File: config.mk
export PLATFORM = sky130hd
export DESIGN_NAME = sgns_ctrl
export DESIGN_NICKNAME = d
export VERILOG_FILES = /design/src/rtl/assert_macros.svh /design/src/rtl/sgns_pkg.sv /design/src/rtl/sgns_ctrl.sv
export SDC_FILE = /design/constraint.sdc
export NUM_CORES = 1
export LEC_CHECK = 0
export BUFFER_PORTS_ARGS = -buffer_cell sky130_fd_sc_hd__buf_2
export CAP_MARGIN = 10
export CORE_UTILIZATION = 48
export DETAILED_ROUTE_END_ITERATION = 16
export PLACE_DENSITY_LB_ADDON = 0.2
export SYNTH_ARGS = -nofsm -noshare
export SYNTH_HDL_FRONTEND = slang
export SYNTH_SLANG_ARGS = --single-unit
File: constraint.sdc
create_clock -name i_clk -period 3.55 [get_ports i_clk]
set_clock_uncertainty 0.15 [all_clocks]
set_input_delay 0.71 -clock i_clk [delete_from_list [all_inputs] [get_ports i_clk]]
set_output_delay 0.71 -clock i_clk [all_outputs]
set_load 0.01 [all_outputs]
File: src/rtl/assert_macros.svh
// concurrent assertion helpers for the grid search block
`ifndef ASSERT_MACROS_SVH
`define ASSERT_MACROS_SVH
`ifndef SYNTHESIS
// plain property, checked outside reset
`define SGNS_ASSERT(lbl, clk, rst_n, prop, msg) \
    lbl: assert property (@(posedge clk) disable iff (!rst_n) (prop)) else $error(msg);
// overlapping implication, checked outside reset
`define SGNS_ASSERT_IMPL(lbl, clk, rst_n, pre, post, msg) \
    lbl: assert property (@(posedge clk) disable iff (!rst_n) (pre) |-> (post)) else $error(msg);
`else
`define SGNS_ASSERT(lbl, clk, rst_n, prop, msg)
`define SGNS_ASSERT_IMPL(lbl, clk, rst_n, pre, post, msg)
`endif
`endif

File: src/rtl/sgns_pkg.sv
`default_nettype none
package sgns_pkg;

    localparam int MAX_POINTS  = 64;
    localparam int MAX_CELLS_X = 64;
    localparam int MAX_CELLS_Y = 64;

    localparam int PT_W     = $clog2(MAX_POINTS);
    localparam int CNT_W    = PT_W + 1;
    localparam int CELL_CAP = MAX_CELLS_X * MAX_CELLS_Y;
    localparam int CELL_W   = $clog2(CELL_CAP);
    localparam int CO_W     = ($clog2(MAX_CELLS_X) > $clog2(MAX_CELLS_Y)) ?
                              $clog2(MAX_CELLS_X) : $clog2(MAX_CELLS_Y);

    localparam int DIM_W  = 7;
    localparam int INV_W  = 16;
    localparam int POS_W  = 16;
    localparam int TAG_W  = 16;
    localparam int ID_W   = 6;
    localparam int FRAC_W = 16;
    localparam int PROD_W = POS_W + INV_W + 1;
    localparam int GRID_W = PROD_W - FRAC_W;

    localparam int ADDR_W = 4;
    localparam int DATA_W = 32;

    localparam logic [1:0] REG_CELLS_X = 2'd0;
    localparam logic [1:0] REG_CELLS_Y = 2'd1;
    localparam logic [1:0] REG_INV     = 2'd2;

    localparam logic [DIM_W-1:0] CELLS_X_RST = 7'd16;
    localparam logic [DIM_W-1:0] CELLS_Y_RST = 7'd16;
    localparam logic [INV_W-1:0] INV_RST     = 16'd256;

    localparam logic OP_LOAD  = 1'b0;
    localparam logic OP_QUERY = 1'b1;

    typedef struct packed {
        logic [DIM_W-1:0] nx;
        logic [DIM_W-1:0] ny;
        logic [INV_W-1:0] inv;
    } t_cfg;

    typedef struct packed {
        logic load;
        logic query;
        logic idx_zero;
        logic idx_inc;
        logic clr_wr;
        logic pos_rd;
        logic mul_x;
        logic mul_y;
        logic mul_q;
        logic cap_gy;
        logic bin_cmul;
        logic bin_cell;
        logic bin_wr;
        logic cnt_inc;
        logic walk_init;
        logic cnt_rd;
        logic walk_wr;
        logic bin_rd;
        logic end_rd_p;
        logic place_wr;
        logic q_lim;
        logic q_cmul;
        logic q_cell;
        logic q_end_rd;
        logic q_bnd;
        logic q_step;
        logic q_next;
        logic q_id;
        logic q_fin;
    } t_cmd;

    typedef struct packed {
        logic pt_last;
        logic cell_last;
        logic clr_last;
        logic q_empty;
        logic j_more;
        logic y_more;
        logic x_more;
    } t_sts;

endpackage
`default_nettype wire

File: src/rtl/sgns_ctrl.sv
`default_nettype none
module sgns_ctrl (
    input  logic           i_clk,
    input  logic           i_rst_n,
    input  logic           i_start,
    input  logic           i_opcode,
    input  logic           i_last_point,
    input  sgns_pkg::t_sts i_sts,
    output sgns_pkg::t_cmd o_cmd,
    output logic           o_busy
);
    import sgns_pkg::*;

    localparam logic [4:0] S_IDLE = 5'd0;
    localparam logic [4:0] S_CLR  = 5'd1;
    localparam logic [4:0] S_BRD  = 5'd2;
    localparam logic [4:0] S_BMX  = 5'd3;
    localparam logic [4:0] S_BMY  = 5'd4;
    localparam logic [4:0] S_BMC  = 5'd5;
    localparam logic [4:0] S_BCL  = 5'd6;
    localparam logic [4:0] S_BCR  = 5'd7;
    localparam logic [4:0] S_BCW  = 5'd8;
    localparam logic [4:0] S_WSET = 5'd9;
    localparam logic [4:0] S_WRD  = 5'd10;
    localparam logic [4:0] S_WWR  = 5'd11;
    localparam logic [4:0] S_PSET = 5'd12;
    localparam logic [4:0] S_PRD  = 5'd13;
    localparam logic [4:0] S_PER  = 5'd14;
    localparam logic [4:0] S_PWR  = 5'd15;
    localparam logic [4:0] S_QMX  = 5'd16;
    localparam logic [4:0] S_QMY  = 5'd17;
    localparam logic [4:0] S_QRG  = 5'd18;
    localparam logic [4:0] S_QLIM = 5'd19;
    localparam logic [4:0] S_QCM  = 5'd20;
    localparam logic [4:0] S_QCA  = 5'd21;
    localparam logic [4:0] S_QER  = 5'd22;
    localparam logic [4:0] S_QEB  = 5'd23;
    localparam logic [4:0] S_QJ   = 5'd24;
    localparam logic [4:0] S_QID  = 5'd25;
    localparam logic [4:0] S_QFIN = 5'd26;

    logic [4:0] r_state;
    logic [4:0] n_state;

    always_ff @(posedge i_clk) begin
        if (!i_rst_n) begin
            r_state <= S_CLR;
        end else begin
            r_state <= n_state;
        end
    end

    assign o_busy = (r_state != S_IDLE);

    always_comb begin
        n_state = r_state;
        o_cmd   = '0;
        unique case (r_state)
            S_IDLE: begin
                if (i_start) begin
                    if (i_opcode == OP_LOAD) begin
                        o_cmd.load = 1'b1;
                        if (i_last_point) begin
                            o_cmd.idx_zero = 1'b1;
                            n_state        = S_BRD;
                        end
                    end else begin
                        o_cmd.query = 1'b1;
                        n_state     = S_QMX;
                    end
                end
            end
            S_CLR: begin
                o_cmd.clr_wr = 1'b1;
                if (i_sts.clr_last) begin
                    o_cmd.idx_zero = 1'b1;
                    n_state        = S_IDLE;
                end else begin
                    o_cmd.idx_inc = 1'b1;
                end
            end
            S_BRD: begin
                o_cmd.pos_rd = 1'b1;
                n_state      = S_BMX;
            end
            S_BMX: begin
                o_cmd.mul_x = 1'b1;
                n_state     = S_BMY;
            end
            S_BMY: begin
                o_cmd.mul_y = 1'b1;
                n_state     = S_BMC;
            end
            S_BMC: begin
                o_cmd.cap_gy   = 1'b1;
                o_cmd.bin_cmul = 1'b1;
                n_state        = S_BCL;
            end
            S_BCL: begin
                o_cmd.bin_cell = 1'b1;
                n_state        = S_BCR;
            end
            S_BCR: begin
                o_cmd.bin_wr = 1'b1;
                n_state      = S_BCW;
            end
            S_BCW: begin
                o_cmd.cnt_inc = 1'b1;
                if (i_sts.pt_last) begin
                    n_state = S_WSET;
                end else begin
                    o_cmd.idx_inc = 1'b1;
                    n_state       = S_BRD;
                end
            end
            S_WSET: begin
                o_cmd.walk_init = 1'b1;
                o_cmd.idx_zero  = 1'b1;
                n_state         = S_WRD;
            end
            S_WRD: begin
                o_cmd.cnt_rd = 1'b1;
                n_state      = S_WWR;
            end
            S_WWR: begin
                o_cmd.walk_wr = 1'b1;
                if (i_sts.cell_last) begin
                    n_state = S_PSET;
                end else begin
                    o_cmd.idx_inc = 1'b1;
                    n_state       = S_WRD;
                end
            end
            S_PSET: begin
                o_cmd.idx_zero = 1'b1;
                n_state        = S_PRD;
            end
            S_PRD: begin
                o_cmd.bin_rd = 1'b1;
                n_state      = S_PER;
            end
            S_PER: begin
                o_cmd.end_rd_p = 1'b1;
                n_state        = S_PWR;
            end
            S_PWR: begin
                o_cmd.place_wr = 1'b1;
                if (i_sts.pt_last) begin
                    n_state = S_IDLE;
                end else begin
                    o_cmd.idx_inc = 1'b1;
                    n_state       = S_PRD;
                end
            end
            S_QMX: begin
                o_cmd.mul_x = 1'b1;
                o_cmd.mul_q = 1'b1;
                n_state     = S_QMY;
            end
            S_QMY: begin
                o_cmd.mul_y = 1'b1;
                o_cmd.mul_q = 1'b1;
                n_state     = S_QRG;
            end
            S_QRG: begin
                o_cmd.cap_gy = 1'b1;
                n_state      = S_QLIM;
            end
            S_QLIM: begin
                o_cmd.q_lim = 1'b1;
                n_state     = S_QCM;
            end
            S_QCM: begin
                if (i_sts.q_empty) begin
                    n_state = S_QFIN;
                end else begin
                    o_cmd.q_cmul = 1'b1;
                    n_state      = S_QCA;
                end
            end
            S_QCA: begin
                o_cmd.q_cell = 1'b1;
                n_state      = S_QER;
            end
            S_QER: begin
                o_cmd.q_end_rd = 1'b1;
                n_state        = S_QEB;
            end
            S_QEB: begin
                o_cmd.q_bnd = 1'b1;
                n_state     = S_QJ;
            end
            S_QJ: begin
                priority if (i_sts.j_more) begin
                    o_cmd.q_step = 1'b1;
                    n_state      = S_QID;
                end else if (i_sts.y_more || i_sts.x_more) begin
                    o_cmd.q_next = 1'b1;
                    n_state      = S_QCM;
                end else begin
                    n_state = S_QFIN;
                end
            end
            S_QID: begin
                o_cmd.q_id = 1'b1;
                n_state    = S_QJ;
            end
            S_QFIN: begin
                o_cmd.q_fin = 1'b1;
                n_state     = S_IDLE;
            end
            default: begin
                n_state = S_IDLE;
            end
        endcase
    end

endmodule
`default_nettype wire

==> impl_results.md, run 1 <==
* Synthesized instance count at 130
* Commonest non-fill, non-tap cell in the layout: buf_2
* Commonest non-fill, non-tap cells in the layout: buf_2 (41), nor2_1 (20), nor3_1 (13)
* RSZ-0062 raised after global routing: no
* Worst-margin pin slew at 680 ps
* Hold buffer count at cts at 0
* WHS at 554 ps
* Most flop-heavy register: r_state
* GRT Total Usage at 26.5%
* Post-CTS Repair Setup Buffers at 0
* CTS Buffer Depth at 2
* Synthesized cell area at 818 sq um
* Clock sinks at 5
* Area fraction in and, or, nand and nor cells after synthesis at 45.7%
* # port buffers at 41
* Final min period at 2930 ps
* R2r setup slk at 1540 ps
* Maximum VDD drop at 0.228 mV
* Die width at 43.3 um
* DIE AREA at 1870 sq um
* Worst setup SP type: flip-flop
* Top-area cell type share of the netlist area at 12.2%
* Clk network pwr share at 19.6%
* Initial core utilization at 53.1%
* Htree depth at 1
* P_leak at 0.481 nW
* Final worst path period share at 82.5%
* Antenna-violating nets left at 0
* Hold Fails Final Rpt at 0
* Final Power at 0.336 mW
* Largest family of logic cells by synthesized area: simple AND/OR/NAND/NOR gates
* Slew headroom at 54.6%
* Worst EP required at 2690 ps
* Setup TNS at 0 ps
* Outcome: completed
* Layout Nets at 178
* DR WL/cell at 13.5 um
* Xor/xnor share of the synthesized area at 1.07%
* DP Wirelength at 1780 um
* FP Rows at 14
* Slew Limit Fails at 0
* Die Y at 43.3 um
* Synth Area in Compound Gates at 27.5%
* Fill cells at 142
* Pin count of the biggest net entering global routing at 23
* Layout cell share with drive strength beyond 1 at 32.7%
* Worst-skew pair later-pin latency at 240 ps
* CP Class: reg2out
* DRC at 0
* Remaining Overflow, GRT at 0
* Clock transition at path regs at 40 ps
* Crit path DAT at 2070 ps
* FF+latch count, synth at 5
* Reg power frac at 28.2%
* Post-DP Area at 985 sq um
* CTS tree: done
* P_sw at 0.150 mW
* Main synth FF type: dfxtp_1
* Post-synth EDFFs at 0
* Vias at 1065
* Asr flop ratio synth at 0%
* Synth area leader: dfxtp_1
* Area share of fa/ha/maj cells after synthesis at 0%
* Sw Share at 44.6%
* Resize count post-CTS at 0
* Global placement routability congestion at 0.951
* 1st-pass router iterations at 6
* Max-Cap Viols at 0
* Syn. warnings at 0
* CTS Buf Count at 3
* Critical path capture point type: output port
* Synth-to-Final Area Change at 23.5%
* Largest regs: r_state: 5 flops
* Finished Layout Cells at 181
* Top cells by area, synth: dfxtp_1 (12%), nor2_1 (9.2%), nor3_1 (8.0%), o21ai_0 (5.5%), a31oi_1 (4.6%)
* HP Class: in2reg
* Power per cell area at 332 nW/um^2
* CP max FO at 22
* Cell variety after synth at 40
* Max reg flops at 5
* Initial antenna violation count at 0
* Vias in the first global route at 828
* Diodes inserted at 0
* Synthesized area per cell at 6.29 sq um
* Placed instance count at 177
* Comb pwr share at 52.2%
* Root buffer cell: clkbuf_4
* Vias per cell at 5.88
* Max frequency at 341 MHz
* DR iter-0 viols at 59
* Internal power at 0.186 mW
* Setup-failing EPs final at 0
* Sequential area share after synthesis at 12.2%
* Final Cell Area at 1010 sq um
* First-pass GRT wire length at 3820 um
* WL final at 2440 um
* Top Ports at 42
* Core ar. at 1540 sq um
* Syn_nets at 142
* Post-synthesis mux area share at 1.22%
## cells by family (layout without fill, tap and decap cells)
group | after synthesis | in the layout
DFF | 5 | 5
xor gates and xnor gates | 1 | 1
AOI/OAI and AO/OA | 34 | 34
muxes | 1 | 1
and+or+nand+nor | 70 | 70
buffers and inverters | 19 | 54
## cells in the mapped netlist (all sizes together) (2+ instances only)
library cell,instances
a21o,2
a21oi,4
a22o,2
a31oi,6
and3,2
buf,10
clkbuf,2
dfxtp,5
inv,7
nand2,10
nand2b,4
nand3,2
nor2,20
nor2b,4
nor3,14
nor4,2
o2111ai,3
o21ai,9
o22ai,2
or2,4
or3,2
## worst paths after layout
kind | startpoint | endpoint | cells past startpoint
max | r_state[4] | o_cmd[2] | 5
min | i_rst_n | r_state[0] | 2
max reg2reg | r_state[4] | r_state[2] | 4
min reg2reg | r_state[0] | r_state[0] | 1
## power groups by stage
stage / sequential, mW / clock, mW / combinational (mW)
2_1_floorplan: 0.0665 / 0 / 0.164
3_3_place_gp: 0.0933 / 0 / 0.173
3_5_place_dp: 0.0948 / 0 / 0.172
4_1_cts: 0.0939 / 0.0663 / 0.173
5_1_grt: 0.0978 / 0.0722 / 0.192
6_report: 0.0947 / 0.0657 / 0.175
## metal layers
metal  part of all wire [%]  up-vias  wire, um  global-route usage, %
li1                       -      536         -                      -
met1                     45      461      1100                   38.3
met2                     46       64      1130                   41.2
met3                    7.9        4       193                   3.40
met4                   0.74        0        18                   6.67
met5                      0        -         0                      0
## metrics by stage
| stage | setup WS [ps] | utilization, % |
|---|---|---|
| final | 621 | 65.6 |
| after global placement | 953 | 63.9 |
| after global routing | 465 | 65.6 |
| after floorplan | 1240 | - |
| after detailed placement | 893 | 63.9 |
| after CTS | 632 | 65.6 |
## critical path: stages (launching register included)
cell and delay [ps]:
dfxtp_1 750, or3b_4 490, nor3_1 230, o21ai_0 160, inv_1 80, buf_2 120
## area by class of cell
class | instances | area (sq um) | area share (%)
tap | 16 | 20.0 | 1.98
inverter | 7 | 26.3 | 2.60
multi-input combinational | 106 | 618 | 61.1
timing repair buffer | 43 | 220 | 21.8
sequential | 5 | 100 | 9.90
clock buffer | 4 | 26.3 | 2.60
(Power assumes the default switching activity.)
==> inputs of run 2 (changes only) <==
Settings changed: ABC_AREA set to 1, CORE_UTILIZATION 48 to 42.
Clock period 3.55 ns to 2.8 ns, I/O delays scaled along.
==> impl_results.md, run 2 <==
* Outcome: completed
* Internal power at 0.209 mW
* Synthesized instance count at 145
* WL final at 2270 um
* Setup TNS at 0 ps
* Power per cell area at 421 nW/um^2
* Commonest non-fill, non-tap cell in the layout: buf_2
* Synthesized cell area at 709 sq um
* WHS at 393 ps
* FF+latch count, synth at 5
* Fill cells at 166
* Most numerous cell in the Yosys netlist: nor2_1
* Crit path DAT at 1790 ps
* Max reg flops at 5
* # port buffers at 41
* Clock sinks at 5
* 1st-pass router iterations at 4
* Slowest cell on crit path: dfxtp_1
* DP Wirelength at 1890 um
* Reg2Reg Depth at 9
* Top cells by area, synth: nor2_1 (20%), nand2_1 (16%), inv_1 (14%), dfxtp_1 (14%), nand3_1 (11%)
* Worst slack, placed at 471 ps
* Post-synth EDFFs at 0
* Asr flop ratio synth at 0%
* Register area at 101 sq um
* Hold buffer count at cts at 0
* Vias per cell at 5.30
* Die Y at 43.1 um
* Resize count post-CTS at 0
* First-pass GRT wire length at 3570 um
* Top Ports at 42
* Setup-failing EPs final at 0
* Main synth FF type: dfxtp_1
* DR iter-0 viols at 62
* P_leak at 0.646 nW
* Vias at 1081
* Layout cell share with drive strength beyond 1 at 25.5%
* Most flop-heavy register: r_state
* R2r startpoint: r_state[4]
* Root buffer cell: clkbuf_4
* RSZ-0062 raised after global routing: no
* Die width at 43.1 um
* Worst-margin pin slew at 345 ps
* Crit-path cells: nor2_2 > inv_1 > nor2_1 > nand2_1 > o41ai_1 > buf_2
* Comb pwr share at 55.4%
* Sequential area share after synthesis at 14.1%
* Synth area leader: nor2_1
* Post-route core utilization at 62.0%
* Final Power at 0.402 mW
* Largest delay share family, worst path: simple AND/OR/NAND/NOR gates
* GRT Total Usage at 25.3%
* Global placement routability congestion at 0.912
* P_sw at 0.193 mW
* Critical path capture point type: output port
* Clk network pwr share at 19.2%
* Hold Fails Final Rpt at 0
* Slew Limit Fails at 0
* Top-area cell type share of the netlist area at 20.1%
* Worst EP required at 2090 ps
* Final min period at 2500 ps
* Hold path depth at 2
* FP Rows at 14
* Pin count of the biggest net entering global routing at 13
* Syn. warnings at 0
* Syn_nets at 157
* HP Class: in2reg
* CTS tree: done
* Antenna-violating nets left at 0
* Clock transition at path regs at 40 ps
* DR WL/cell at 11.1 um
* Sw Share at 48.1%
* Layout Nets at 201
* CTS Buffer Depth at 2
* Commonest non-fill, non-tap cells in the layout: buf_2 (41), nor2_1 (37), nand2_1 (30)
* Post-route setup slack at 301 ps
* Reg power frac at 25.4%
* Synth-to-Final Area Change at 34.7%
* Largest regs: r_state: 5 flops
* DRC at 0
* Worst setup SP type: flip-flop
* Reg2reg end: r_state[1]
* Worst Hold End: r_state[0]
* Synthesized area per cell at 4.89 sq um
* Vias in the first global route at 869
* Slew headroom at 76.9%
* R2r setup slk at 1000 ps
* Diodes inserted at 0
* Core ar. at 1540 sq um
* Initial antenna violation count at 0
* Critical path's largest stage delay at 360 ps
* CP max FO at 7
* Commonest cells in the netlist: nor2_1 (38), nand2_1 (30), inv_1 (27)
* DIE AREA at 1860 sq um
* Hold Path Origin: i_rst_n
* Remaining Overflow, GRT at 0
* Cell variety after synth at 19
* CTS Buf Count at 3
* Maximum VDD drop at 0.347 mV
* Final worst path period share at 89.3%
* Post-CTS Repair Setup Buffers at 0
* CP Class: reg2out
* Htree depth at 1
* Worst-skew pair later-pin latency at 230 ps
* Max frequency at 400 MHz
* Critical path buffers and inverters at 2
* Max-Cap Viols at 0
* Initial core utilization at 46.0%
* Multi-input gate area at 502 sq um
run 2: changes by cell type after synthesis, sizes merged, moves of 9 or more:
cell   change
inv       +20
nand2     +20
nor2      +19
nand3     +13
nor3      -11
buf        -9
run 2: worst reg2reg max path: stages (launching register included):
cell and delay, ps:
dfxtp_2 370, inv_1 260, nand3_1 270, nor2_1 220, nand2_1 120, nand2_1 70, nor2_1 50, nand3_1 90
nand2_1 60, nor2_1 80
run 2: cells by family after synthesis:
family	count (synthesis)	share of synthesized area (%)
AOI/OAI and AO/OA	15	12.0
buffers and inverters	29	15.5
DFF	5	14.1
and+or+nand+nor	96	58.4
run 2: stage by stage:
stage / area (sq um) / cells
3_3_place_gp: 926 / 200
4_1_cts: 952 / 204
2_1_floorplan: 709 / 145
3_5_place_dp: 926 / 200
6_report: 956 / 204
5_1_grt: 956 / 204
run 2: area by class of cell:
cell class	instances	share of cell area [%]
multi-input cells	111	52.5
repair buffers	41	21.5
well taps	16	2.09
inverters	27	10.6
flip-flops and latches	5	10.6
clock buffers	4	2.75
run 2: how the worst max path moves through the flow:
stage                from   endpoint  slack (ps)  depth (start not counted)
6_report       r_state[3]  o_cmd[26]         300                          6
5_1_grt        r_state[3]  o_cmd[26]         120                          6
4_1_cts        r_state[3]  o_cmd[26]         200                          6
3_5_place_dp   r_state[4]  o_cmd[26]         470                          8
3_3_place_gp   r_state[3]  o_cmd[26]         540                          6
2_1_floorplan  r_state[3]  o_cmd[26]         600                          5
run 2: power by group through the flow:
| stage | sequential, mW | combinational, mW | clock (mW) |
|---|---|---|---|
| global placement | 0.101 | 0.223 | 0 |
| detailed placement | 0.101 | 0.219 | 0 |
| global route | 0.104 | 0.244 | 0.0909 |
| finish | 0.102 | 0.223 | 0.0774 |
| CTS | 0.100 | 0.221 | 0.0813 |
| floorplan | 0.0945 | 0.149 | 0 |
run 2: routing by layer:
metal	up-vias	share of wire [%]	GRT usage (%)	routed length, um
li1	545	-	-	-
met1	461	44	33.6	998
met2	75	46	40.6	1040
met3	0	10	5.53	235
met4	0	0	7.27	0
met5	-	0	0	0
