<file path="config.mk">
export PLATFORM = sky130hd
export DESIGN_NAME = sgns_regs
export DESIGN_NICKNAME = d
export VERILOG_FILES = /design/src/rtl/assert_macros.svh /design/src/rtl/sgns_pkg.sv /design/src/rtl/sgns_regs.sv
export SDC_FILE = /design/constraint.sdc
export NUM_CORES = 1
export LEC_CHECK = 0
export ABC_AREA = 1
export ABC_CLOCK_PERIOD_IN_PS = 1800
export BUFFER_PORTS_ARGS = -buffer_cell sky130_fd_sc_hd__buf_2
export CAP_MARGIN = 20
export CORE_ASPECT_RATIO = 0.6
export CORE_MARGIN = 5
export CORE_UTILIZATION = 40
export DETAILED_ROUTE_END_ITERATION = 6
export GPL_TIMING_DRIVEN = 0
export MAX_ROUTING_LAYER = met4
export PLACE_DENSITY = 0.75
export RECOVER_POWER = 100
export SYNTH_ARGS = -nofsm -noshare
export SYNTH_HDL_FRONTEND = slang
export SYNTH_SLANG_ARGS = --single-unit
</file>
<file path="constraint.sdc">
create_clock -name i_clk -period 1.8 [get_ports i_clk]
set_input_delay 0.36 -clock i_clk [delete_from_list [all_inputs] [get_ports i_clk]]
set_output_delay 0.36 -clock i_clk [all_outputs]
set_load 0.02 [all_outputs]
</file>
<file path="src/rtl/assert_macros.svh">
// concurrent assertion helpers for the grid search block
`ifndef ASSERT_MACROS_SVH
`define ASSERT_MACROS_SVH
`ifndef SYNTHESIS
// plain property, checked outside reset
`define SGNS_ASSERT(lbl, clk, rst_n, prop, msg) \
    lbl: assert property (@(posedge clk) disable iff (!rst_n) (prop)) else $error(msg);
// overlapping implication, checked outside reset
`define SGNS_ASSERT_IMPL(lbl, clk, rst_n, pre, post, msg) \
    lbl: assert property (@(posedge clk) disable iff (!rst_n) (pre) |-> (post)) else $error(msg);
`else
`define SGNS_ASSERT(lbl, clk, rst_n, prop, msg)
`define SGNS_ASSERT_IMPL(lbl, clk, rst_n, pre, post, msg)
`endif
`endif

</file>
<file path="src/rtl/sgns_pkg.sv">
`default_nettype none
package sgns_pkg;

    localparam int MAX_POINTS  = 64;
    localparam int MAX_CELLS_X = 64;
    localparam int MAX_CELLS_Y = 64;

    localparam int PT_W     = $clog2(MAX_POINTS);
    localparam int CNT_W    = PT_W + 1;
    localparam int CELL_CAP = MAX_CELLS_X * MAX_CELLS_Y;
    localparam int CELL_W   = $clog2(CELL_CAP);
    localparam int CO_W     = ($clog2(MAX_CELLS_X) > $clog2(MAX_CELLS_Y)) ?
                              $clog2(MAX_CELLS_X) : $clog2(MAX_CELLS_Y);

    localparam int DIM_W  = 7;
    localparam int INV_W  = 16;
    localparam int POS_W  = 16;
    localparam int TAG_W  = 16;
    localparam int ID_W   = 6;
    localparam int FRAC_W = 16;
    localparam int PROD_W = POS_W + INV_W + 1;
    localparam int GRID_W = PROD_W - FRAC_W;

    localparam int ADDR_W = 4;
    localparam int DATA_W = 32;

    localparam logic [1:0] REG_CELLS_X = 2'd0;
    localparam logic [1:0] REG_CELLS_Y = 2'd1;
    localparam logic [1:0] REG_INV     = 2'd2;

    localparam logic [DIM_W-1:0] CELLS_X_RST = 7'd16;
    localparam logic [DIM_W-1:0] CELLS_Y_RST = 7'd16;
    localparam logic [INV_W-1:0] INV_RST     = 16'd256;

    localparam logic OP_LOAD  = 1'b0;
    localparam logic OP_QUERY = 1'b1;

    typedef struct packed {
        logic [DIM_W-1:0] nx;
        logic [DIM_W-1:0] ny;
        logic [INV_W-1:0] inv;
    } t_cfg;

    typedef struct packed {
        logic load;
        logic query;
        logic idx_zero;
        logic idx_inc;
        logic clr_wr;
        logic pos_rd;
        logic mul_x;
        logic mul_y;
        logic mul_q;
        logic cap_gy;
        logic bin_cmul;
        logic bin_cell;
        logic bin_wr;
        logic cnt_inc;
        logic walk_init;
        logic cnt_rd;
        logic walk_wr;
        logic bin_rd;
        logic end_rd_p;
        logic place_wr;
        logic q_lim;
        logic q_cmul;
        logic q_cell;
        logic q_end_rd;
        logic q_bnd;
        logic q_step;
        logic q_next;
        logic q_id;
        logic q_fin;
    } t_cmd;

    typedef struct packed {
        logic pt_last;
        logic cell_last;
        logic clr_last;
        logic q_empty;
        logic j_more;
        logic y_more;
        logic x_more;
    } t_sts;

endpackage
`default_nettype wire

</file>
<file path="src/rtl/sgns_regs.sv">
`default_nettype none
module sgns_regs (
    input  logic                         i_clk,
    input  logic                         i_rst_n,
    input  logic                         psel,
    input  logic                         penable,
    input  logic                         pwrite,
    input  logic [sgns_pkg::ADDR_W-1:0]  paddr,
    input  logic [sgns_pkg::DATA_W-1:0]  pwdata,
    output logic [sgns_pkg::DATA_W-1:0]  prdata,
    output logic                         pready,
    output sgns_pkg::t_cfg               o_cfg
);
    import sgns_pkg::*;

    logic [DIM_W-1:0] r_cells_x;
    logic [DIM_W-1:0] r_cells_y;
    logic [INV_W-1:0] r_inv;
    logic             wr;

    function automatic logic [DIM_W-1:0] eff_dim(input logic [DIM_W-1:0] d,
                                                 input int mx);
        if (d == '0) begin
            eff_dim = DIM_W'(1);
        end else if (int'(d) > mx) begin
            eff_dim = DIM_W'(mx);
        end else begin
            eff_dim = d;
        end
    endfunction

    assign wr     = psel && penable && pwrite;
    assign pready = 1'b1;

    always_ff @(posedge i_clk) begin
        if (!i_rst_n) begin
            r_cells_x <= CELLS_X_RST;
            r_cells_y <= CELLS_Y_RST;
            r_inv     <= INV_RST;
        end else if (wr) begin
            unique case (paddr[3:2])
                REG_CELLS_X: r_cells_x <= pwdata[DIM_W-1:0];
                REG_CELLS_Y: r_cells_y <= pwdata[DIM_W-1:0];
                REG_INV:     r_inv     <= pwdata[INV_W-1:0];
                default: ;
            endcase
        end
    end

    always_comb begin
        unique case (paddr[3:2])
            REG_CELLS_X: prdata = DATA_W'(r_cells_x);
            REG_CELLS_Y: prdata = DATA_W'(r_cells_y);
            REG_INV:     prdata = DATA_W'(r_inv);
            default:     prdata = '0;
        endcase
    end

    assign o_cfg.nx  = eff_dim(r_cells_x, MAX_CELLS_X);
    assign o_cfg.ny  = eff_dim(r_cells_y, MAX_CELLS_Y);
    assign o_cfg.inv = r_inv;

endmodule
`default_nettype wire

</file>
==> results of run 1 <==
power breakdown:
part	internal, uW	leakage, uW	total [uW]	switching [uW]
Sequential	679	0.000243	692	12.9
Combinational	91.1	0.000787	270	179
Clock	308	0.0000482	574	266
worst paths after layout:
| kind | startpoint | endpoint | slack [ns] |
|---|---|---|---|
| max reg2reg | r_cells_x[6] | r_cells_x[6] | 1.03 |
| min | pwdata[8] | r_inv[8] | 0.28 |
| max | paddr[3] | prdata[6] | 0.09 |
| min reg2reg | r_inv[12] | r_inv[12] | 0.50 |
through the flow:
step / power, uW / cell area (um2) / cells / hold WS (ns)
final: 1536 / 2237 / 429 / 0.2816
after global routing: 1599 / 2237 / 429 / 0.2886
after floorplan: 900.3 / 1815 / 295 / 0.4676
after CTS: 1549 / 2317 / 430 / 0.2769
after detailed placement: 983.5 / 2226 / 422 / 0.4889
after global placement: 980.9 / 2226 / 422 / 0.4848
layout make-up:
type	instances	area (um2)	share of cell area [%]
Buffer	30	191.4	8.557
Clock buffer	7	86.33	3.859
Clock inverter	1	5.005	0.2237
Inverter	37	138.9	6.208
Multi-Input combinational cell	197	842.1	37.64
Sequential cell	30	600.6	26.85
Tap cell	60	75.07	3.356
Timing Repair Buffer	67	297.8	13.31
metal layers:
layer	global-route usage, %	part of all wire (%)	up-vias
met4	6.680	1.4	0
met1	27.74	51	841
li1	-	-	990
met2	28.26	40	67
met3	4.151	7.5	9
met5	-	0	-
synthesized netlist by cell type, drive strengths merged:
cell    count  area share (%)
dfxtp      30              34
o21ai       4             1.1
nand3      33              10
nand2      49              11
inv        37             7.9
clkbuf      3            0.64
nor2       83              19
conb        2            0.43
o211ai      7             3.0
buf        28              11
a21oi       2            0.57
a21boi      2            0.85
tightest hold or removal path, stage by stage:
cell	delay, ns
buf_2	0.08
nand2_1	0.04
nand3_1	0.06
cells by family after synthesis:
kind of cell | after synthesis | share of synthesized area, %
AND/OR/NAND/NOR | 165 | 39.97
buffers and inverters | 68 | 19.91
flip-flops | 30 | 34.14
AO/OA/AOI/OAI | 15 | 5.547
other | 2 | 0.4269
timing repair:
item / CTS / global route
hold buffers: 0 / 0
setup endpoints to repair: 0 / 2
gates resized for setup: 0 / 1
flip-flops by register name, indices dropped and copies added, names as in the netlist:
register / count
r_inv: 16
r_cells_y: 7
r_cells_x: 7
==> results.sh, run 1 <==
export IMPL_cts_max_level=2
export IMPL_power_density_mw_per_mm2=686.5
export IMPL_syn_inst=280
export IMPL_cts_buffers=5
export IMPL_ioPinCount=104
export IMPL_p_leak_uw=0.001078
export IMPL_hold_viol_final=0
export IMPL_dr_pass1_iters=4
export IMPL_clk_pin_slew_worst_paths_ns=0.06
export IMPL_skew_ns=0
export IMPL_crit_family="buffers and inverters"
export IMPL_final_setup_tns_ns=0
export IMPL_hpwl_um=4119
export IMPL_end_kind="output pin"
export IMPL_cp_required_ns=1.44
export IMPL_grt_pass1_wl_um=8383
export IMPL_start_util_pct=42.22
export IMPL_diodes=0
export IMPL_crit_arrival_ns=1.35
export IMPL_tightest_slew_ns=0.6262
export IMPL_rows=18
export IMPL_maxCapViolCount=0
export IMPL_rsz0062_at_grt="no"
export IMPL_pre_cts_ws_ns=0.06565
export IMPL_fin_nets=409
export IMPL_crit_fanout=10
export IMPL_critPathSlowestCell="buf_2"
export IMPL_avgSynthCellArea_um2=6.283
export IMPL_drive_above_1_share_pct=19.51
export IMPL_cp_num_buf_inv=3
export IMPL_grt_use_total_pct=19.80
export IMPL_setup_ws_ns=0.09222
export IMPL_gr_total_overflow=0
export IMPL_antenna_found_initial=0
export IMPL_routed_wl_um=5237
export IMPL_gp_congestion=0.9045
export IMPL_slew_headroom_pct=58.10
export IMPL_grt_pass1_vias=1753
export IMPL_cts_tree="built"
export IMPL_irDropWorstVdd_mv=0.3791
export IMPL_drt_initial_drc_count=158
export IMPL_yosysWarnings=0
export IMPL_setup_worst_path_start_class="input port"
export IMPL_clock_path_buffers=2
export IMPL_path_depth=6
export IMPL_ff2ff_path_depth=2
export IMPL_core_mm2=0.004167
export IMPL_cts_root_buf="clkbuf_8"
export IMPL_period_needed_ns=1.708
export IMPL_via_count=1907
export IMPL_timing_fmax_mhz=585.6
export IMPL_whs_path_depth=3
export IMPL_postCtsSetupRepairBufs=0
export IMPL_utilization_pct=53.69
export IMPL_ys_ff_latch=30
export IMPL_ant_nets=0
export IMPL_most_common_layout_cells="nor2_1 (81), nand2_1 (48), clkbuf_1 (36)"
export IMPL_cp_common_cell="buf_2"
export IMPL_drc_errors=0
export IMPL_final_common_cell="nor2_1"
export IMPL_viasPerCell=4.445
export IMPL_synth_area_mm2=0.001759
export IMPL_clk_latency_ns=0.29
export IMPL_area_delta_synth_final_pct=27.17
export IMPL_path_cells="clkbuf_2, nor2_1, buf_2, nand2_1, o211ai_1, buf_2"
export IMPL_fp_dieArea_mm2=0.005868
export IMPL_chipWidth_um=95.62
export IMPL_routedWlPerCell_um=12.21
export IMPL_io_buffers=67
export IMPL_period_share_pct=94.88
export IMPL_grt_max_degree=11
export IMPL_synth_seq_area_share_pct=34.14
export IMPL_hp_class="input port to flip-flop"
export IMPL_status="finished, final reports clean"
export IMPL_crit_type="input port to output pin"
export IMPL_fillers=471
export IMPL_slowest_delay_ns=0.26
export IMPL_die_h_um=61.37
export IMPL_setup_viol=0
export IMPL_clock_sinks=30
export IMPL_report_final_slew_viol_count=0
export IMPL_synth_distinct_cells=20
No activity file was read; power rests on OpenSTA's default activity.
==> inputs of run 2 (changes only) <==
- CTS_BUF_LIST: not set -> sky130_fd_sc_hd__clkbuf_16
==> results.sh, run 2 (synthesis gave the netlist of run 1 again) <==
export IMPL_io_buffers=67
export IMPL_slew_headroom_pct=58.21
export IMPL_ff2ff_path_depth=2
export IMPL_largest_register_ffs=16
export IMPL_setup_viol=0
export IMPL_whs_path_depth=3
export IMPL_grt_pass1_vias=1795
export IMPL_tightest_slew_ns=0.6245
export IMPL_drt_initial_drc_count=121
export IMPL_grt_max_degree=11
export IMPL_area_delta_synth_final_pct=29.80
export IMPL_skew_ns=0
export IMPL_rsz0062_at_grt="no"
export IMPL_power_density_mw_per_mm2=768.4
export IMPL_ioPinCount=104
export IMPL_crit_type="input port to output pin"
export IMPL_timing_hold_ws_ns=0.2954
export IMPL_diodes=0
export IMPL_p_leak_uw=0.001102
export IMPL_period_share_pct=94.95
export IMPL_core_mm2=0.004167
export IMPL_chipWidth_um=95.62
export IMPL_final_common_cell="nor2_1"
export IMPL_dr_pass1_iters=4
export IMPL_top_register="r_inv"
export IMPL_routed_wl_um=5281
export IMPL_die_h_um=61.37
export IMPL_grt_pass1_wl_um=8445
export IMPL_viasPerCell=4.480
export IMPL_period_needed_ns=1.709
export IMPL_hold_viol_final=0
export IMPL_ant_nets=0
export IMPL_cts_max_level=2
export IMPL_antenna_found_initial=0
export IMPL_fp_dieArea_mm2=0.005868
export IMPL_gp_congestion=0.9045
export IMPL_via_count=1922
export IMPL_grt_use_total_pct=19.93
export IMPL_clk_latency_ns=0.28
export IMPL_maxCapViolCount=0
export IMPL_reg_largest_list="r_inv (16), r_cells_x (7), r_cells_y (7)"
export IMPL_drc_errors=0
export IMPL_start_util_pct=42.22
export IMPL_cts_root_buf="clkbuf_16"
export IMPL_cp_required_ns=1.44
export IMPL_clock_path_buffers=2
export IMPL_end_kind="output pin"
export IMPL_routedWlPerCell_um=12.31
export IMPL_hp_class="input port to flip-flop"
export IMPL_final_setup_tns_ns=0
export IMPL_clock_sinks=30
export IMPL_fin_nets=409
export IMPL_crit_arrival_ns=1.35
export IMPL_rows=18
export IMPL_report_final_slew_viol_count=0
export IMPL_crit_fanout=10
export IMPL_gr_total_overflow=0
export IMPL_timing_fmax_mhz=585.1
export IMPL_most_common_layout_cells="nor2_1 (81), nand2_1 (48), inv_1 (36)"
export IMPL_cts_buffers=5
export IMPL_clk_pin_slew_worst_paths_ns=0.05
export IMPL_status="finished, final reports clean"
export IMPL_postCtsSetupRepairBufs=0
export IMPL_irDropWorstVdd_mv=0.3433
export IMPL_hpwl_um=4119
export IMPL_cts_tree="built"
export IMPL_setup_worst_path_start_class="input port"
export IMPL_drive_above_1_share_pct=19.24
run 2: cell types whose count changed in the layout (fill, tap and decap cells not counted):
cell,before,now
clkbuf_1,36,35
clkbuf_16,0,5
clkbuf_8,6,0
clkinv_1,0,1
inv_1,35,36
run 2: worst max-delay path, stage by stage:
cell and delay (ns):
clkbuf_2 0.13, inv_2 0.06, nor2_2 0.14, buf_2 0.24, nand2_1 0.09, o211ai_1 0.12, buf_2 0.21
run 2: cell type report:
type	count	area [um2]
inverter	37	138.9
multi-input combinational	197	842.1
clock inverter	3	12.51
tap	60	75.07
buffer	30	191.4
sequential	30	600.6
clock buffer	5	125.1
fill	470	1883
timing repair buffer	67	297.8
run 2: path summary, 6_finish.rpt:
path / startpoint / end / slack (ns)
worst min register to register: r_cells_y[5] / r_cells_y[5] / 0.50
worst min-delay path: pwdata[8] / r_inv[8] / 0.30
worst max register to register: r_cells_x[6] / r_cells_x[6] / 1.03
worst max-delay path: paddr[3] / prdata[6] / 0.09
run 2: what timing repair did:
action | in CTS | in global routing
hold buffers | 0 | 0
endpoints found under the hold margin | 0 | 0
gates resized for setup | 0 | 1
setup endpoints to repair | 0 | 2
run 2: layer usage:
layer,track usage [%],routed length [um],share of wire [%]
met1,27.14,2542,48
met2,29.25,2218,42
met3,4.518,486,9.2
met4,6.680,33,0.62
met5,-,0,0
run 2: metrics by stage:
step | total power [uW] | utilization (%) | setup WS (ns) | cells | area [um2]
2_1_floorplan | 900.3 | - | 0.4229 | 295 | 1815
3_3_place_gp | 980.9 | 53.42 | 0.1187 | 422 | 2226
3_5_place_dp | 983.5 | 53.42 | 0.06565 | 422 | 2226
4_1_cts | 1765 | 56.73 | 0.06467 | 430 | 2364
5_1_grt | 1819 | 54.80 | 0.009062 | 429 | 2283
6_report | 1755 | 54.80 | 0.09085 | 429 | 2283
run 2: power breakdown:
part	internal, uW	switching, uW	leakage, uW
sequential	680	12.9	0.000243
combinational	91.1	179	0.000787
clock	498	293	0.0000724
==> inputs of run 3 (changes only) <==
- GPL_TIMING_DRIVEN: 0 -> not set
- MAX_ROUTING_LAYER: met4 -> not set
==> results.sh, run 3 (synthesis gave the netlist of run 1 again) <==
export IMPL_cts_buffers=5
export IMPL_whs_path_depth=3
export IMPL_chipWidth_um=95.62
export IMPL_status="finished, final reports clean"
export IMPL_clock_sinks=30
export IMPL_cts_tree="built"
export IMPL_timing_rr_end="r_cells_x[6]"
export IMPL_hold_viol_final=0
export IMPL_skew_ns=0
export IMPL_rows=18
export IMPL_fp_dieArea_mm2=0.005868
export IMPL_cts_root_buf="clkbuf_16"
export IMPL_power_density_mw_per_mm2=851.0
export IMPL_tightest_slew_ns=0.7217
export IMPL_slew_headroom_pct=51.83
export IMPL_routed_wl_um=4848
export IMPL_gp_congestion=0.8756
export IMPL_gr_total_overflow=0
export IMPL_drive_above_1_share_pct=13.58
export IMPL_post_dp_cell_area_mm2=0.002072
export IMPL_internal_power_uw=1387
export IMPL_p_leak_uw=0.0009882
export IMPL_setup_ws_ns=0.1563
export IMPL_start_util_pct=42.22
export IMPL_p_seq_share_pct=37.7
export IMPL_drt_initial_drc_count=116
export IMPL_largest_register_ffs=16
export IMPL_period_share_pct=91.32
export IMPL_top_register="r_inv"
export IMPL_io_buffers=68
export IMPL_cp_required_ns=1.44
export IMPL_top_layer="met4"
export IMPL_wirelength_met1_um=2220
export IMPL_maxCapViolCount=0
export IMPL_area_sequential_um2=600.6
export IMPL_postCtsSetupRepairBufs=0
export IMPL_viasPerCell=4.510
export IMPL_end_kind="output pin"
export IMPL_cts_max_level=2
export IMPL_placedCellCount=399
export IMPL_ant_nets=0
export IMPL_hp_start="pwdata[8]"
export IMPL_diodes=0
export IMPL_report_final_slew_viol_count=0
export IMPL_pwr_share_clk_pct=49.4
export IMPL_crit_fanout=9
export IMPL_switchingPower_uw=455.3
export IMPL_hp_class="input port to flip-flop"
export IMPL_ff2ff_path_depth=2
export IMPL_postCtsResizedCells=0
export IMPL_postLayoutCellArea_mm2=0.002165
export IMPL_area_delta_synth_final_pct=23.04
export IMPL_clk_pin_slew_worst_paths_ns=0.05
export IMPL_clk_latency_ns=0.27
export IMPL_final_setup_tns_ns=0
export IMPL_most_common_layout_cells="nor2_1 (80), nand2_1 (49), clkbuf_1 (39)"
export IMPL_worst_r2r_setup_slack_ns=1.06
export IMPL_rsz0062_at_grt="no"
export IMPL_die_h_um=61.37
export IMPL_period_needed_ns=1.644
export IMPL_grt_pass1_vias=1533
export IMPL_r2r_start="r_cells_x[6]"
export IMPL_core_mm2=0.004167
export IMPL_via_count=1831
export IMPL_reg_largest_list="r_inv (16), r_cells_x (7), r_cells_y (7)"
export IMPL_fin_nets=387
export IMPL_hpwl_um=3733
export IMPL_setup_viol=0
export IMPL_grt_use_total_pct=16.67
export IMPL_combinationalPowerShare_pct=13.0
export IMPL_routedWlPerCell_um=11.94
export IMPL_grt_pass1_wl_um=7389
export IMPL_min_to="r_inv[8]"
export IMPL_dr_pass1_iters=4
export IMPL_wl_met2_um=2080
export IMPL_grt_max_degree=31
export IMPL_drc_errors=0
export IMPL_crit_arrival_ns=1.28
export IMPL_wl_met3_um=520
export IMPL_pre_cts_ws_ns=0.1930
export IMPL_crit_type="flip-flop to output pin"
export IMPL_clock_path_buffers=2
export IMPL_multi_input_area_um2=847.1
export IMPL_irDropWorstVdd_mv=0.5059
export IMPL_power_switching_share_pct=24.72
export IMPL_final_common_cell="nor2_1"
export IMPL_fin_cells=406
export IMPL_setup_worst_path_start_class="flip-flop"
export IMPL_antenna_found_initial=0
export IMPL_fillers=467
export IMPL_cts_hold_buffers=0
export IMPL_timing_fmax_mhz=608.4
export IMPL_ioPinCount=104
-- run 3: cell types whose count changed in the layout (fill, tap and decap cells not counted), sizes merged --
cell / before / now
buf: 49 / 31
bufinv: 0 / 1
clkbuf: 53 / 49
clkinv: 2 / 1
inv: 38 / 37
-- run 3: metal layers --
metal  vias to the layer above  global-route usage (%)
li1                        952                       -
met1                       805                   23.59
met2                        72                   24.80
met3                         2                   4.762
met4                         0                   4.858
met5                         -                       0
-- run 3: power groups by stage --
stage | logic (uW) | clock network (uW) | registers [uW]
2_1_floorplan | 189 | 0 | 712
3_3_place_gp | 243 | 0 | 706
4_1_cts | 246 | 920 | 693
3_5_place_dp | 246 | 0 | 706
6_report | 239 | 909 | 694
5_1_grt | 265 | 948 | 695
-- run 3: how the worst max path moves through the flow --
stage | from | slack, ns | end | depth (start not counted)
5_1_grt | paddr[2] | 0.05 | prdata[13] | 5
3_3_place_gp | paddr[3] | 0.21 | prdata[6] | 5
4_1_cts | r_cells_y[6] | 0.18 | prdata[6] | 3
3_5_place_dp | paddr[3] | 0.19 | prdata[6] | 5
2_1_floorplan | r_cells_x[5] | 0.42 | o_cfg[25] | 3
6_report | r_cells_y[6] | 0.16 | prdata[6] | 3
-- run 3: area by class of cell --
cell class	instances	area share, %
multi-input combinational	197	39.13
sequential	30	27.75
timing repair buffer	75	15.90
inverter	37	6.416
clock buffer	5	5.780
tap	60	3.468
clock inverter	2	1.561
-- run 3: critical path: stages, from the launching register on --
cell	delay (ns)
dfxtp_1	0.46
inv_1	0.10
o211ai_1	0.24
clkbuf_2	0.21
-- run 3: per-stage QoR --
| step | util (%) | total power (uW) | hold slack (ns) |
|---|---|---|---|
| finish | 51.95 | 1842 | 0.3051 |
| global placement | 49.73 | 948.6 | 0.4770 |
| CTS | 53.54 | 1860 | 0.3023 |
| detailed placement | 49.73 | 952.5 | 0.4901 |
| floorplan | - | 900.3 | 0.4676 |
| global route | 51.95 | 1908 | 0.3091 |
